## src/sv/lzsd_pkg.sv

```systemverilog
package lzsd_pkg;

  localparam int unsigned WINDOW_SIZE_DEF = 8192;
  localparam int unsigned BLOCK_SIZE_DEF  = 1048576;

  localparam int unsigned RUN_W  = 9;
  localparam int unsigned DIST_W = 13;
  localparam int unsigned SKIP_W = 3;

  typedef logic [7:0] byte_t;

  localparam byte_t            TOKEN_REF    = 8'h20;
  localparam byte_t            TOKEN_EXT    = 8'hE0;
  localparam logic [RUN_W-1:0] REF_LEN_BASE = 9'd2;
  localparam logic [RUN_W-1:0] EXT_LEN_BASE = 9'd9;
  localparam logic [SKIP_W-1:0] SKIP_BYTES  = 3'd4;

  typedef enum logic [4:0] {
    PH_TOKEN    = 5'b00001,
    PH_LITERAL  = 5'b00010,
    PH_LENGTH   = 5'b00100,
    PH_DISTANCE = 5'b01000,
    PH_COPY     = 5'b10000
  } phase_e;

  typedef struct packed {
    logic  emit;
    logic  copy;
    logic  consumed;
    logic  zero;
    byte_t lit;
  } item_ctl_t;

endpackage

```

## src/sv/lzsd_decoder.sv

```systemverilog
module lzsd_decoder #(
  parameter int unsigned WINDOW_SIZE = 8192,
  parameter int unsigned BLOCK_SIZE  = 1048576
) (
  input  logic                           clk_i,
  input  logic                           rst_ni,
  input  logic                           accept_i,
  input  lzsd_pkg::byte_t                in_byte_i,
  output lzsd_pkg::item_ctl_t            ctl_o,
  output logic [$clog2(WINDOW_SIZE)-1:0] raddr_o,
  output logic [$clog2(WINDOW_SIZE)-1:0] waddr_o
);

  import lzsd_pkg::*;

  localparam int unsigned AW = $clog2(WINDOW_SIZE);
  localparam int unsigned PW = $clog2(BLOCK_SIZE);

  phase_e              phase_q, phase_d;
  logic [RUN_W-1:0]    run_q, run_d, run_dec;
  logic [DIST_W-1:0]   dist_q, dist_d;
  logic [SKIP_W-1:0]   skip_q, skip_d;
  logic [PW-1:0]       pos_q, pos_d;
  logic [AW-1:0]       wptr_q, wptr_d;
  logic                wrapped_q, wrapped_d;
  logic [AW:0]         rd_sum;
  logic [AW-1:0]       raddr;
  item_ctl_t           ctl;

  assign rd_sum = (AW+1)'(wptr_q) + (AW+1)'(WINDOW_SIZE - 1) - (AW+1)'(dist_q);
  assign raddr  = (rd_sum >= (AW+1)'(WINDOW_SIZE)) ?
                  AW'(rd_sum - (AW+1)'(WINDOW_SIZE)) : rd_sum[AW-1:0];
  assign run_dec = (run_q != '0) ? run_q - RUN_W'(1) : '0;

  always_comb begin
    phase_d      = phase_q;
    run_d        = run_q;
    dist_d       = dist_q;
    skip_d       = skip_q;
    ctl          = '0;
    ctl.consumed = 1'b1;
    case (phase_q)
      PH_TOKEN: begin
        if ((pos_q == '0) && (skip_q != SKIP_BYTES)) begin
          skip_d = skip_q + SKIP_W'(1);
        end else begin
          if (pos_q == '0) begin
            skip_d = '0;
          end
          if (in_byte_i < TOKEN_REF) begin
            run_d   = RUN_W'(in_byte_i);
            phase_d = PH_LITERAL;
          end else begin
            dist_d = {in_byte_i[4], in_byte_i[3:0], 8'h00};
            if (in_byte_i < TOKEN_EXT) begin
              run_d   = RUN_W'(in_byte_i[7:5]) + REF_LEN_BASE;
              phase_d = PH_DISTANCE;
            end else begin
              run_d   = EXT_LEN_BASE;
              phase_d = PH_LENGTH;
            end
          end
        end
      end
      PH_LITERAL: begin
        ctl.emit = 1'b1;
        ctl.lit  = in_byte_i;
        if (run_q != '0) begin
          run_d = run_dec;
        end else begin
          phase_d = PH_TOKEN;
        end
      end
      PH_LENGTH: begin
        run_d   = run_q + RUN_W'(in_byte_i);
        phase_d = PH_DISTANCE;
      end
      PH_DISTANCE: begin
        dist_d  = dist_q + DIST_W'(in_byte_i);
        phase_d = PH_COPY;
      end
      PH_COPY: begin
        ctl.emit     = 1'b1;
        ctl.copy     = 1'b1;
        ctl.consumed = 1'b0;
        ctl.zero     = !wrapped_q && (raddr >= wptr_q);
        run_d        = run_dec;
        if (run_dec == '0) begin
          dist_d  = '0;
          phase_d = PH_TOKEN;
        end
      end
      default: begin
        phase_d = PH_TOKEN;
      end
    endcase
  end

  always_comb begin
    wptr_d    = wptr_q;
    wrapped_d = wrapped_q;
    pos_d     = pos_q;
    if (ctl.emit) begin
      if (wptr_q == AW'(WINDOW_SIZE - 1)) begin
        wptr_d    = '0;
        wrapped_d = 1'b1;
      end else begin
        wptr_d = wptr_q + AW'(1);
      end
      pos_d = (pos_q == PW'(BLOCK_SIZE - 1)) ? '0 : pos_q + PW'(1);
    end
  end

  always_ff @(posedge clk_i or negedge rst_ni) begin
    if (!rst_ni) begin
      phase_q   <= PH_TOKEN;
      run_q     <= '0;
      dist_q    <= '0;
      skip_q    <= '0;
      pos_q     <= '0;
      wptr_q    <= '0;
      wrapped_q <= 1'b0;
    end else if (accept_i) begin
      phase_q   <= phase_d;
      run_q     <= run_d;
      dist_q    <= dist_d;
      skip_q    <= skip_d;
      pos_q     <= pos_d;
      wptr_q    <= wptr_d;
      wrapped_q <= wrapped_d;
    end
  end

  assign ctl_o   = ctl;
  assign raddr_o = raddr;
  assign waddr_o = wptr_q;

endmodule

```

## config.mk

```make
export PLATFORM = sky130hd
export DESIGN_NAME = lzsd_decoder
export DESIGN_NICKNAME = d
export VERILOG_FILES = /design/src/sv/lzsd_pkg.sv /design/src/sv/lzsd_decoder.sv
export SDC_FILE = /design/constraint.sdc
export NUM_CORES = 1
export LEC_CHECK = 0
export ABC_AREA = 1
export ABC_CLOCK_PERIOD_IN_PS = 3320
export BUFFER_PORTS_ARGS = -buffer_cell sky130_fd_sc_hd__buf_2
export CORE_ASPECT_RATIO = 1.75
export CORE_MARGIN = 2
export CORE_UTILIZATION = 50
export DETAILED_ROUTE_END_ITERATION = 6
export GPL_TIMING_DRIVEN = 1
export HOLD_SLACK_MARGIN = 0.06
export PLACE_DENSITY = 0.69
export SYNTH_ARGS = -nofsm -noshare
export SYNTH_HDL_FRONTEND = slang
export SYNTH_SLANG_ARGS = --single-unit
```

## constraint.sdc

```tcl
create_clock -name clk_i -period 3.32 [get_ports clk_i]
set_input_delay 0.166 -clock clk_i [delete_from_list [all_inputs] [get_ports clk_i]]
set_output_delay 0.166 -clock clk_i [all_outputs]
set_load 0.005 [all_outputs]
```

==> results of run 1 <==
## critical path: stages, from the launching register on
cell     delay (ns)
dfrtp_1        0.41
ha_1           0.37
a21oi_1        0.17
nand2_1        0.13
a31oi_2        0.24
o21ai_1        0.13
xor2_1         0.31
ha_1           0.32
nand2_1        0.08
o21ai_0        0.09
a21oi_1        0.16
nand3_1        0.15
nand3_1        0.11
inv_1          0.04
buf_2          0.11
## sequential cells by signal, summed over array words and instances (netlist names)
signal	flops
skip_q	3
wrapped_q	1
pos_q	20
waddr_o	13
dist_q	13
run_q	9
phase_q	5
## cells in the mapped netlist, types with 4 or more instances
| library cell | number |
|---|---|
| nor3_1 | 14 |
| nand2_1 | 212 |
| xor2_1 | 21 |
| nand3_1 | 87 |
| nor4_1 | 4 |
| a211oi_1 | 4 |
| xnor2_1 | 7 |
| a31oi_1 | 4 |
| dfrtp_1 | 63 |
| a21oi_1 | 41 |
| inv_2 | 7 |
| o21ai_0 | 47 |
| nor2_1 | 83 |
| nor2_4 | 6 |
| ha_1 | 49 |
| inv_1 | 116 |
| nand4_1 | 22 |
| nor2_2 | 4 |
## power groups by stage
stage,combinational (µW),sequential [µW],clock (µW)
3_3_place_gp,3650,1310,0
2_1_floorplan,2730,1230,0
3_5_place_dp,3760,1320,0
5_1_grt,4390,1360,1010
4_1_cts,3810,1310,972
6_report,3920,1320,961
## worst paths after layout
kind	startpoint	end	slack [ns]	cells past startpoint
worst min register to register	wrapped_q	wrapped_q	0.45	2
worst max register to register	phase_q[0]	pos_q[11]	0.78	10
min in group asynchronous	rst_ni	pos_q[6]	0.43	2
worst min-delay path	accept_i	skip_q[0]	0.24	4
worst max-delay path	waddr_o[2]	ctl_o[8]	-0.007	14
max in group asynchronous	rst_ni	dist_q[9]	1.95	3
## final cells by class
type                    instances  area share [%]
clock buffers                  11            3.74
clock inverters                 5           0.868
inverters                     127            7.39
multi-input cells             645            56.1
flip-flops and latches         64            24.8
well taps                     132            2.55
repair buffers                 55            4.55
## per-layer routing
| layer | routed length [µm] | vias to the layer above | GRT usage (%) |
|---|---|---|---|
| li1 | - | 2890 | - |
| met1 | 6080 | 2724 | 27.6 |
| met2 | 8970 | 169 | 50.7 |
| met3 | 606 | 45 | 2.84 |
| met4 | 726 | 0 | 14.1 |
| met5 | 0 | - | 0 |
## cell families after synthesis
logic type	after synthesis	share of synthesized area, %
simple gates	454	36.0
buf+inv	136	9.50
compound gates	111	10.6
flops	64	27.9
xor+xnor	28	4.27
fa+ha+maj	52	11.7
## metrics by stage
step                      instances  total power [µW]  area, µm²  setup WS (ns)  hold slack [ns]
after floorplan                 845              3960       5740          0.552           -0.130
after global placement         1019              4960       6100          0.235            0.256
after detailed placement       1019              5080       6100          0.191            0.270
after CTS                      1037              6090       6430       0.000457            0.239
after global routing           1039              6750       6480         -0.243            0.281
final                          1039              6200       6480       -0.00687            0.241
## what timing repair did
action                                  in CTS  in global routing
hold buffers                                 1                  0
gates resized for setup                      6                 12
pin swaps                                    4                  7
endpoints found under the setup margin       1                  1
endpoints found under the hold margin       30                  0
buffers inserted                             1                  2
==> summary.md, run 1 <==
| Metric | Value |
|---|---|
| Initial antenna violation count | `0` |
| Seq pwr share | `21.3%` |
| Status | `finished with violations` |
| Tot GR Track Use | `about a quarter` |
| RSZ-0062 raised after global routing | `yes` |
| Max Fclk | `0.301 GHz` |
| Hold WC Path Type | `primary input to register` |
| Core Region | `0.0112 mm²` |
| Grt ovf | `0` |
| GPL Wtd Cong | `0.940` |
| Post-synth EDFFs | `0` |
| #FFs+latches synth | `64` |
| Fin crit share | `100%` |
| Leak | `0.00339 µW` |
| Clock network power share | `approximately 16%` |
| Yosys top cell by area | `dfrtp_1` |
| TritonCTS Sinks | `64` |
| Rows | `51` |
| Setup TNS | `-0.00687 ns` |
| TritonCTS Buffers | `9` |
| Worst-skew pair later-pin latency | `0.33 ns` |
| H-tree levels | `3` |
| Vias in the first global route | `approximately 6000` |
| Clock root buffer | `clkbuf_16` |
| Final core utilization | `58.1%` |
| CP startpoint kind | `register` |
| Violated checks | `negative setup slack` |
| Internal power | `3110 µW` |
| Area grow syn2layout | `12.9%` |
| Post-Synthesis Cells | `845` |
| IO buf count | `48` |
| Post-DP HPWL | `13000 µm` |
| Top cells by area, synth | `dfrtp_1 (27%), nand2_1 (14%), ha_1 (11%)` |
| PD cells | `956 mW/mm²` |
| Switching pwr | `a little over 3000 µW` |
| Via count | `about 6000` |
| Slew headroom | `between 50% and 60%` |
| DRC | `0` |
| CTS Buffer Depth | `2` |
| DRT Wirelength | `16400 µm` |
| Post-Syn Nets | `about 900` |
| Worst Slack Setup Final | `-0.00687 ns` |
| Maximum Capacitance Violations | `0` |
| Top-area cell type share of the netlist area | `27.5%` |
| Final slew viol count | `0` |
| Final Hold Fails | `0` |
| N_diodes | `0` |
| Average cell area after synthesis | `6.79 µm²` |
| Largest net degree at the start of global routing | `34` |
| Tmin final | `3.33 ns` |
| DR iter-0 viols | `between 200 and 300` |
| Sequential cell area | `0.00161 mm²` |
| Post-synthesis sequential area ratio | `27.9%` |
| Measured slew at the worst slew-check pin | `0.739 ns` |
| Worst Setup Path Type | `register to output pin` |
| CP endpoint kind | `output pin` |
| Prevailing post-synth register cell | `dfrtp_1` |
| CTS clk-pin slew, worst paths | `roughly 0.060 ns` |
| Final setup violation count | `1` |
| Clock Skew | `approximately 0.0053 ns` |
| Synth async-reset ratio | `100%` |
| Worst path required time | `between 3 and 4 ns` |
| First-pass GRT wire length | `roughly 27000 µm` |
| Pre-antenna DRT Iters | `7` |
| Crit Path Max Fanout | `4` |
| IO Pins | `a little under 50` |
| Max VDD drop | `~0.77 mV` |
| Chip height | `146 µm` |
| Yosys cell types | `47` |
| Layout cell share with drive strength beyond 1 | `between 10% and 20%` |
| Power share of the combinational group | `63.2%` |
| Synth warn | `0` |
| Antenna viol nets, final | `0` |
| Syn Std Cell Area | `about 0.0057 mm²` |
| Sw Share | `between 40 and 50%` |
| Wirelength per Cell | `around 16 µm` |
| Die Width | `~85 µm` |
| Nets | `about 970` |
| Starting Density | `between 50 and 60%` |
| Commonest non-fill, non-tap cell in the layout | `nand2_1` |
| Worst EP arrival | `around 3.2 ns` |
| Fillers | `1077` |
| Via density per instance | `5.61` |
| CTS tree | `yes` |
| Multi-input logic area | `0.00364 mm²` |
| Die ar. | `0.0124 mm²` |
| Most frequent cells in the layout | `nand2_1 (211), inv_1 (114), nand3_1 (87)` |
(Power assumes the default switching activity.)
==> run 2: changes to the inputs <==
--- a/config.mk
+++ b/config.mk
@@ -8,13 +8,14 @@
 export ABC_AREA = 1
 export ABC_CLOCK_PERIOD_IN_PS = 3320
 export BUFFER_PORTS_ARGS = -buffer_cell sky130_fd_sc_hd__buf_2
+export CAP_MARGIN = 10
 export CORE_ASPECT_RATIO = 1.75
 export CORE_MARGIN = 2
 export CORE_UTILIZATION = 50
 export DETAILED_ROUTE_END_ITERATION = 6
 export GPL_TIMING_DRIVEN = 1
 export HOLD_SLACK_MARGIN = 0.06
-export PLACE_DENSITY = 0.69
+export PLACE_DENSITY = 0.75
 export SYNTH_ARGS = -nofsm -noshare
 export SYNTH_HDL_FRONTEND = slang
 export SYNTH_SLANG_ARGS = --single-unit
==> summary.md, run 2 (synthesized netlist as in run 1, its figures left out) <==
| Metric | Value |
|---|---|
| Tmin final | `3.23 ns` |
| Final core utilization | `58.4%` |
| Pre-antenna DRT Iters | `5` |
| Dpl cell area | `0.00611 mm²` |
| Largest net degree at the start of global routing | `37` |
| RSZ-0062 raised after global routing | `yes` |
| Grt ovf | `0` |
| TritonCTS Sinks | `64` |
| CTS Buffer Depth | `2` |
| DRC | `0` |
| Maximum Capacitance Violations | `0` |
| Layout cell share with drive strength beyond 1 | `13.4%` |
| Die Width | `85.0 µm` |
| R2R cell count | `13` |
| Measured slew at the worst slew-check pin | `0.677 ns` |
| Rows | `51` |
| Initial antenna violation count | `0` |
| Design Power | `6290 µW` |
| Worst Slack Setup Final | `0.0903 ns` |
| IO Pins | `49` |
| Final setup violation count | `0` |
| CP endpoint kind | `output pin` |
| Leak | `0.00340 µW` |
| Post-DP HPWL | `12600 µm` |
| Via density per instance | `approximately 5.6` |
| First-pass GRT wire length | `26600 µm` |
| PD cells | `964 mW/mm²` |
| Most frequent cells in the layout | `nand2_1 (210), inv_1 (115), nand3_1 (87)` |
| Via count | `5860` |
| Final Hold Fails | `0` |
| Fillers | `1071` |
| Cell Chain, Critical Path | `inv_2 > ha_4 > inv_1 > fa_2 > nand3b_1 > nand2_2 > a21oi_2 > o21ai_1 > xor2_1 > ha_1 > a21oi_1 > o21ai_1 > a21oi_1 > nand3_1 > nand3_1 > inv_1 > buf_2` |
| Status | `complete, no violations` |
| Core Region | `around 0.011 mm²` |
| Max reg flops | `20` |
| Antenna viol nets, final | `0` |
| Worst-skew pair later-pin latency | `0.35 ns` |
| Worst Setup Path Type | `register to output pin` |
| Worst path required time | `3.15 ns` |
| Die ar. | `0.0124 mm²` |
| Vias in the first global route | `5861` |
| Post-layout instance area | `0.00652 mm²` |
| Slew headroom | `54.9%` |
| Tot GR Track Use | `26.8%` |
| Hold path cells | `4` |
| Nets | `969` |
| GPL Wtd Cong | `0.961` |
| Most flops, register | `pos_q` |
| Fin crit share | `97.3%` |
| TritonCTS Buffers | `9` |
| Max VDD drop | `0.682 mV` |
| CTS tree | `yes` |
| DR iter-0 viols | `300` |
| Max Fclk | `0.310 GHz` |
| CP max stage delay | `approximately 0.38 ns` |
| Clock root buffer | `clkbuf_16` |
| Wirelength per Cell | `15.4 µm` |
| Worst EP arrival | `3.06 ns` |
| Final slew viol count | `0` |
| CTS clk-pin slew, worst paths | `around 0.060 ns` |
| Commonest non-fill, non-tap cell in the layout | `nand2_1` |
| CP max-delay cell | `dfrtp_1` |
| H-tree levels | `3` |
| N_diodes | `0` |
| Starting Density | `51.4%` |
| Hold WC Path Type | `primary input to register` |
| CP startpoint kind | `register` |
| Chip height | `146 µm` |
| IO buf count | `48` |
| Clock Skew | `0.00767 ns` |
| Area grow syn2layout | `13.6%` |
| Post-Place Worst Slack | `between 0.1 and 0.15 ns` |
| Crit Path Max Fanout | `3` |
| DRT Wirelength | `~16000 µm` |
==> run 2: cell count changes in the layout (fill, tap and decap cells not counted), moves of 2 or more <==
cell | previous run | this run
ha_4 | 1 | 3
clkinvlp_4 | 1 | 3
o21ai_1 | 3 | 5
o21ai_2 | 2 | 0
buf_4 | 6 | 10
clkinv_2 | 4 | 2
inv_6 | 0 | 2
ha_1 | 48 | 46
==> run 2: metrics by stage <==
step	hold slack (ns)	cells	setup TNS, ns
final	0.239	1043	0
after floorplan	-0.130	845	0
after global placement	0.233	1020	0
after global routing	0.254	1043	-0.0864
after CTS	0.235	1040	0
after detailed placement	0.241	1020	0
==> run 2: worst max-delay path: cells and delay by family (launching register included) <==
| kind | cells | cell delay [ns] |
|---|---|---|
| AO/OA/AOI/OAI | 5 | 0.55 |
| XOR/XNOR | 1 | 0.22 |
| adder cells (fa/ha/maj) | 3 | 0.76 |
| buffers and inverters | 4 | 0.27 |
| flip-flops | 1 | 0.38 |
| AND/OR/NAND/NOR | 4 | 0.52 |
==> run 2: metal layers <==
metal	global-route usage, %	share of wire [%]	up-vias
li1	-	-	2901
met1	27.1	36	2729
met2	49.8	55	161
met3	4.03	3.6	69
met4	16.4	5.6	0
met5	0	0	-
==> run 2: timing repair <==
action,in CTS,in global routing
setup buffers,3,3
hold endpoints to repair,27,0
setup endpoints to repair,1,1
pin swaps,4,6
hold buffers,1,0
resized for setup,6,10
==> run 2: path summary, 6_finish.rpt <==
path / slack (ns) / end / from
min in group asynchronous: 0.39 / pos_q[5] / rst_ni
max in group asynchronous: 1.97 / waddr_o[2] / rst_ni
max: 0.09 / ctl_o[8] / dist_q[0]
min reg2reg: 0.47 / wrapped_q / wrapped_q
min: 0.24 / skip_q[0] / accept_i
max reg2reg: 0.78 / dist_q[11] / run_q[0]
==> run 2: power breakdown <==
group / switching, µW / total, µW / internal, µW
sequential: 294 / 1310 / 1010
combinational: 2430 / 4000 / 1580
clock: 388 / 975 / 587
==> run 2: final cells by class <==
type	count	area, µm²	share of cell area, %
sequential	64	1610	24.6
multi-input combinational	645	3640	55.8
clock buffer	9	225	3.45
timing repair buffer	59	325	4.99
inverter	127	479	7.35
clock inverter	7	78.8	1.21
tap	132	165	2.53
==> run 3: changes to the inputs <==
--- a/config.mk
+++ b/config.mk
@@ -11,11 +11,11 @@
 export CAP_MARGIN = 10
 export CORE_ASPECT_RATIO = 1.75
 export CORE_MARGIN = 2
-export CORE_UTILIZATION = 50
+export CORE_UTILIZATION = 45
 export DETAILED_ROUTE_END_ITERATION = 6
 export GPL_TIMING_DRIVEN = 1
 export HOLD_SLACK_MARGIN = 0.06
-export PLACE_DENSITY = 0.75
+export PLACE_DENSITY = 0.69
 export SYNTH_ARGS = -nofsm -noshare
 export SYNTH_HDL_FRONTEND = slang
 export SYNTH_SLANG_ARGS = --single-unit
==> summary.md, run 3 (synthesized netlist as in run 1, its figures left out) <==
| Metric | Value |
|---|---|
| Layout cell share with drive strength beyond 1 | `14.4%` |
| Leak | `around 0.0034 µW` |
| CP max stage delay | `between 0.3 and 0.4 ns` |
| Clock Skew | `about 0.0058 ns` |
| IO buf count | `48` |
| Measured slew at the worst slew-check pin | `about 0.58 ns` |
| Reg2reg end | `dist_q[9]` |
| H-tree levels | `3` |
| Worst setup startpoint | `dist_q[0]` |
| Antenna viol nets, final | `0` |
| Wirelength per Cell | `15.2 µm` |
| Fillers | `1309` |
| Worst Slack Setup Final | `0.0400 ns` |
| IO Pins | `49` |
| Max VDD drop | `between 0.3 and 0.4 mV` |
| Most flops, register | `pos_q` |
| DR iter-0 viols | `307` |
| Post-Place Worst Slack | `0.120 ns` |
| Worst-skew pair later-pin latency | `0.33 ns` |
| Vias in the first global route | `5769` |
| Hold path cells | `3` |
| Die Width | `89.4 µm` |
| Post-DP HPWL | `13000 µm` |
| Worst Setup Path Type | `register to output pin` |
| R2R cell count | `13` |
| Core Region | `0.0124 mm²` |
| Crit Path Max Fanout | `3` |
| Starting Density | `46.2%` |
| DRT Wirelength | `approximately 16000 µm` |
| Worst Hold Launch | `in_byte_i[4]` |
| R2R setup slack | `0.80 ns` |
| PD cells | `989 mW/mm²` |
| CTS tree | `yes` |
| CP max-delay cell | `dfrtp_1` |
| First-pass GRT wire length | `between 20000 and 30000 µm` |
| Max Fclk | `0.305 GHz` |
| CP startpoint kind | `register` |
| Tot GR Track Use | `25.5%` |
| Worst EP arrival | `3.11 ns` |
| Hold WC Path Type | `primary input to register` |
| Chip height | `~150 µm` |
| Worst path required time | `3.15 ns` |
| Final Hold Fails | `0` |
| Fin crit share | `98.8%` |
| Cell family with most CP delay | `adder cells` |
| Most frequent cells in the layout | `nand2_1 (210), inv_1 (115), nand3_1 (87)` |
| Final setup violation count | `0` |
| CTS Buffer Depth | `2` |
| Final core utilization | `53.7%` |
| Max reg flops | `20` |
| Rows | `54` |
| TritonCTS Sinks | `64` |
| N_diodes | `0` |
| Setup TNS | `0 ns` |
| Tmin final | `3.28 ns` |
| GPL Wtd Cong | `0.974` |
| DRC | `0` |
| Status | `complete, no violations` |
| Die ar. | `0.0137 mm²` |
| Initial antenna violation count | `0` |
| Grt ovf | `0` |
| Worst path bufs/invs | `4` |
| Final slew viol count | `0` |
| Largest net degree at the start of global routing | `45` |
| Via density per instance | `5.38` |
| Hold Path Sink | `run_q[4]` |
| Maximum Capacitance Violations | `0` |
| TritonCTS Buffers | `9` |
| Slew headroom | `a little over 60%` |
| RSZ-0062 raised after global routing | `yes` |
| Pre-antenna DRT Iters | `5` |
| Cell Chain, Critical Path | `inv_2 > ha_4 > inv_1 > fa_2 > nand3b_1 > nand2_2 > a21oi_4 > o21ai_2 > xor2_2 > ha_1 > a21oi_1 > o21ai_1 > a21oi_1 > nand3_1 > nand3_1 > inv_1 > buf_2` |
| CP endpoint kind | `output pin` |
| Worst r2r src | `run_q[0]` |
| Commonest non-fill, non-tap cell in the layout | `nand2_1` |
| Clock root buffer | `clkbuf_16` |
| Via count | `5819` |
| Area grow syn2layout | `16.3%` |
| Nets | `between 900 and 1000` |
| CTS clk-pin slew, worst paths | `0.06 ns` |
==> run 3: changes by cell type in the layout (fill, tap and decap cells not counted), moves of 3 or more <==
cell,delta
o21ai_2,+3
o21ai_1,-3
a21oi_1,-3
buf_4,+3
==> run 3: what timing repair did <==
item                                    4_1_cts  5_1_grt
resized for setup                             7       18
endpoints found under the setup margin        1        1
setup buffers                                 1        5
hold endpoints to repair                     19        0
pin swaps                                     4        6
hold buffers                                  1        0
==> run 3: worst register-to-register path: stages, from the launching register on <==
cell,delay (ns)
dfrtp_1,0.39
clkinv_1,0.14
ha_1,0.27
nand2_2,0.10
nor2_4,0.13
nand3_4,0.16
nand3_1,0.14
nand2_1,0.06
nor2_1,0.09
nand3_1,0.10
nand2_2,0.34
nand2_2,0.30
nand2_1,0.15
nand2_1,0.06
==> run 3: worst max-delay path by stage <==
stage / endpoint / depth (start not counted)
CTS: ctl_o[8] / 18
detailed placement: ctl_o[8] / 17
global route: ctl_o[8] / 17
floorplan: ctl_o[8] / 15
finish: ctl_o[8] / 17
global placement: ctl_o[8] / 17
==> run 3: per-layer routing <==
metal / GRT usage, % / vias to the layer above / part of all wire (%) / wire, µm
met4: 12.0 / 0 / 4.1 / 671
met5: 0 / - / 0 / 0
li1: - / 2895 / - / -
met1: 27.4 / 2707 / 37 / 6100
met3: 2.70 / 46 / 3.2 / 528
met2: 47.3 / 171 / 56 / 9190
==> run 3: stage by stage <==
stage	instance area, µm²	cells	total power (µW)	hold slack [ns]
2_1_floorplan	5740	845	3960	-0.130
3_3_place_gp	6180	1059	5080	0.153
3_5_place_dp	6180	1059	5120	0.158
4_1_cts	6540	1077	6230	0.243
5_1_grt	6680	1082	7200	0.278
6_report	6680	1082	6600	0.247
==> run 3: report_power, final <==
group          switching, µW  internal [µW]  total (µW)
Clock                    378            680        1060
Sequential               272           1010        1280
Combinational           2590           1670        4260
==> run 3: area by class of cell <==
class                      instances  area (µm²)  share of cell area, %
clock buffer                      10         239                   3.58
clock inverter                     6        92.6                   1.39
inverter                         127         479                   7.18
multi-input combinational        645        3700                   55.5
sequential                        64        1600                   24.0
tap                              168         210                   3.15
timing repair buffer              62         348                   5.21
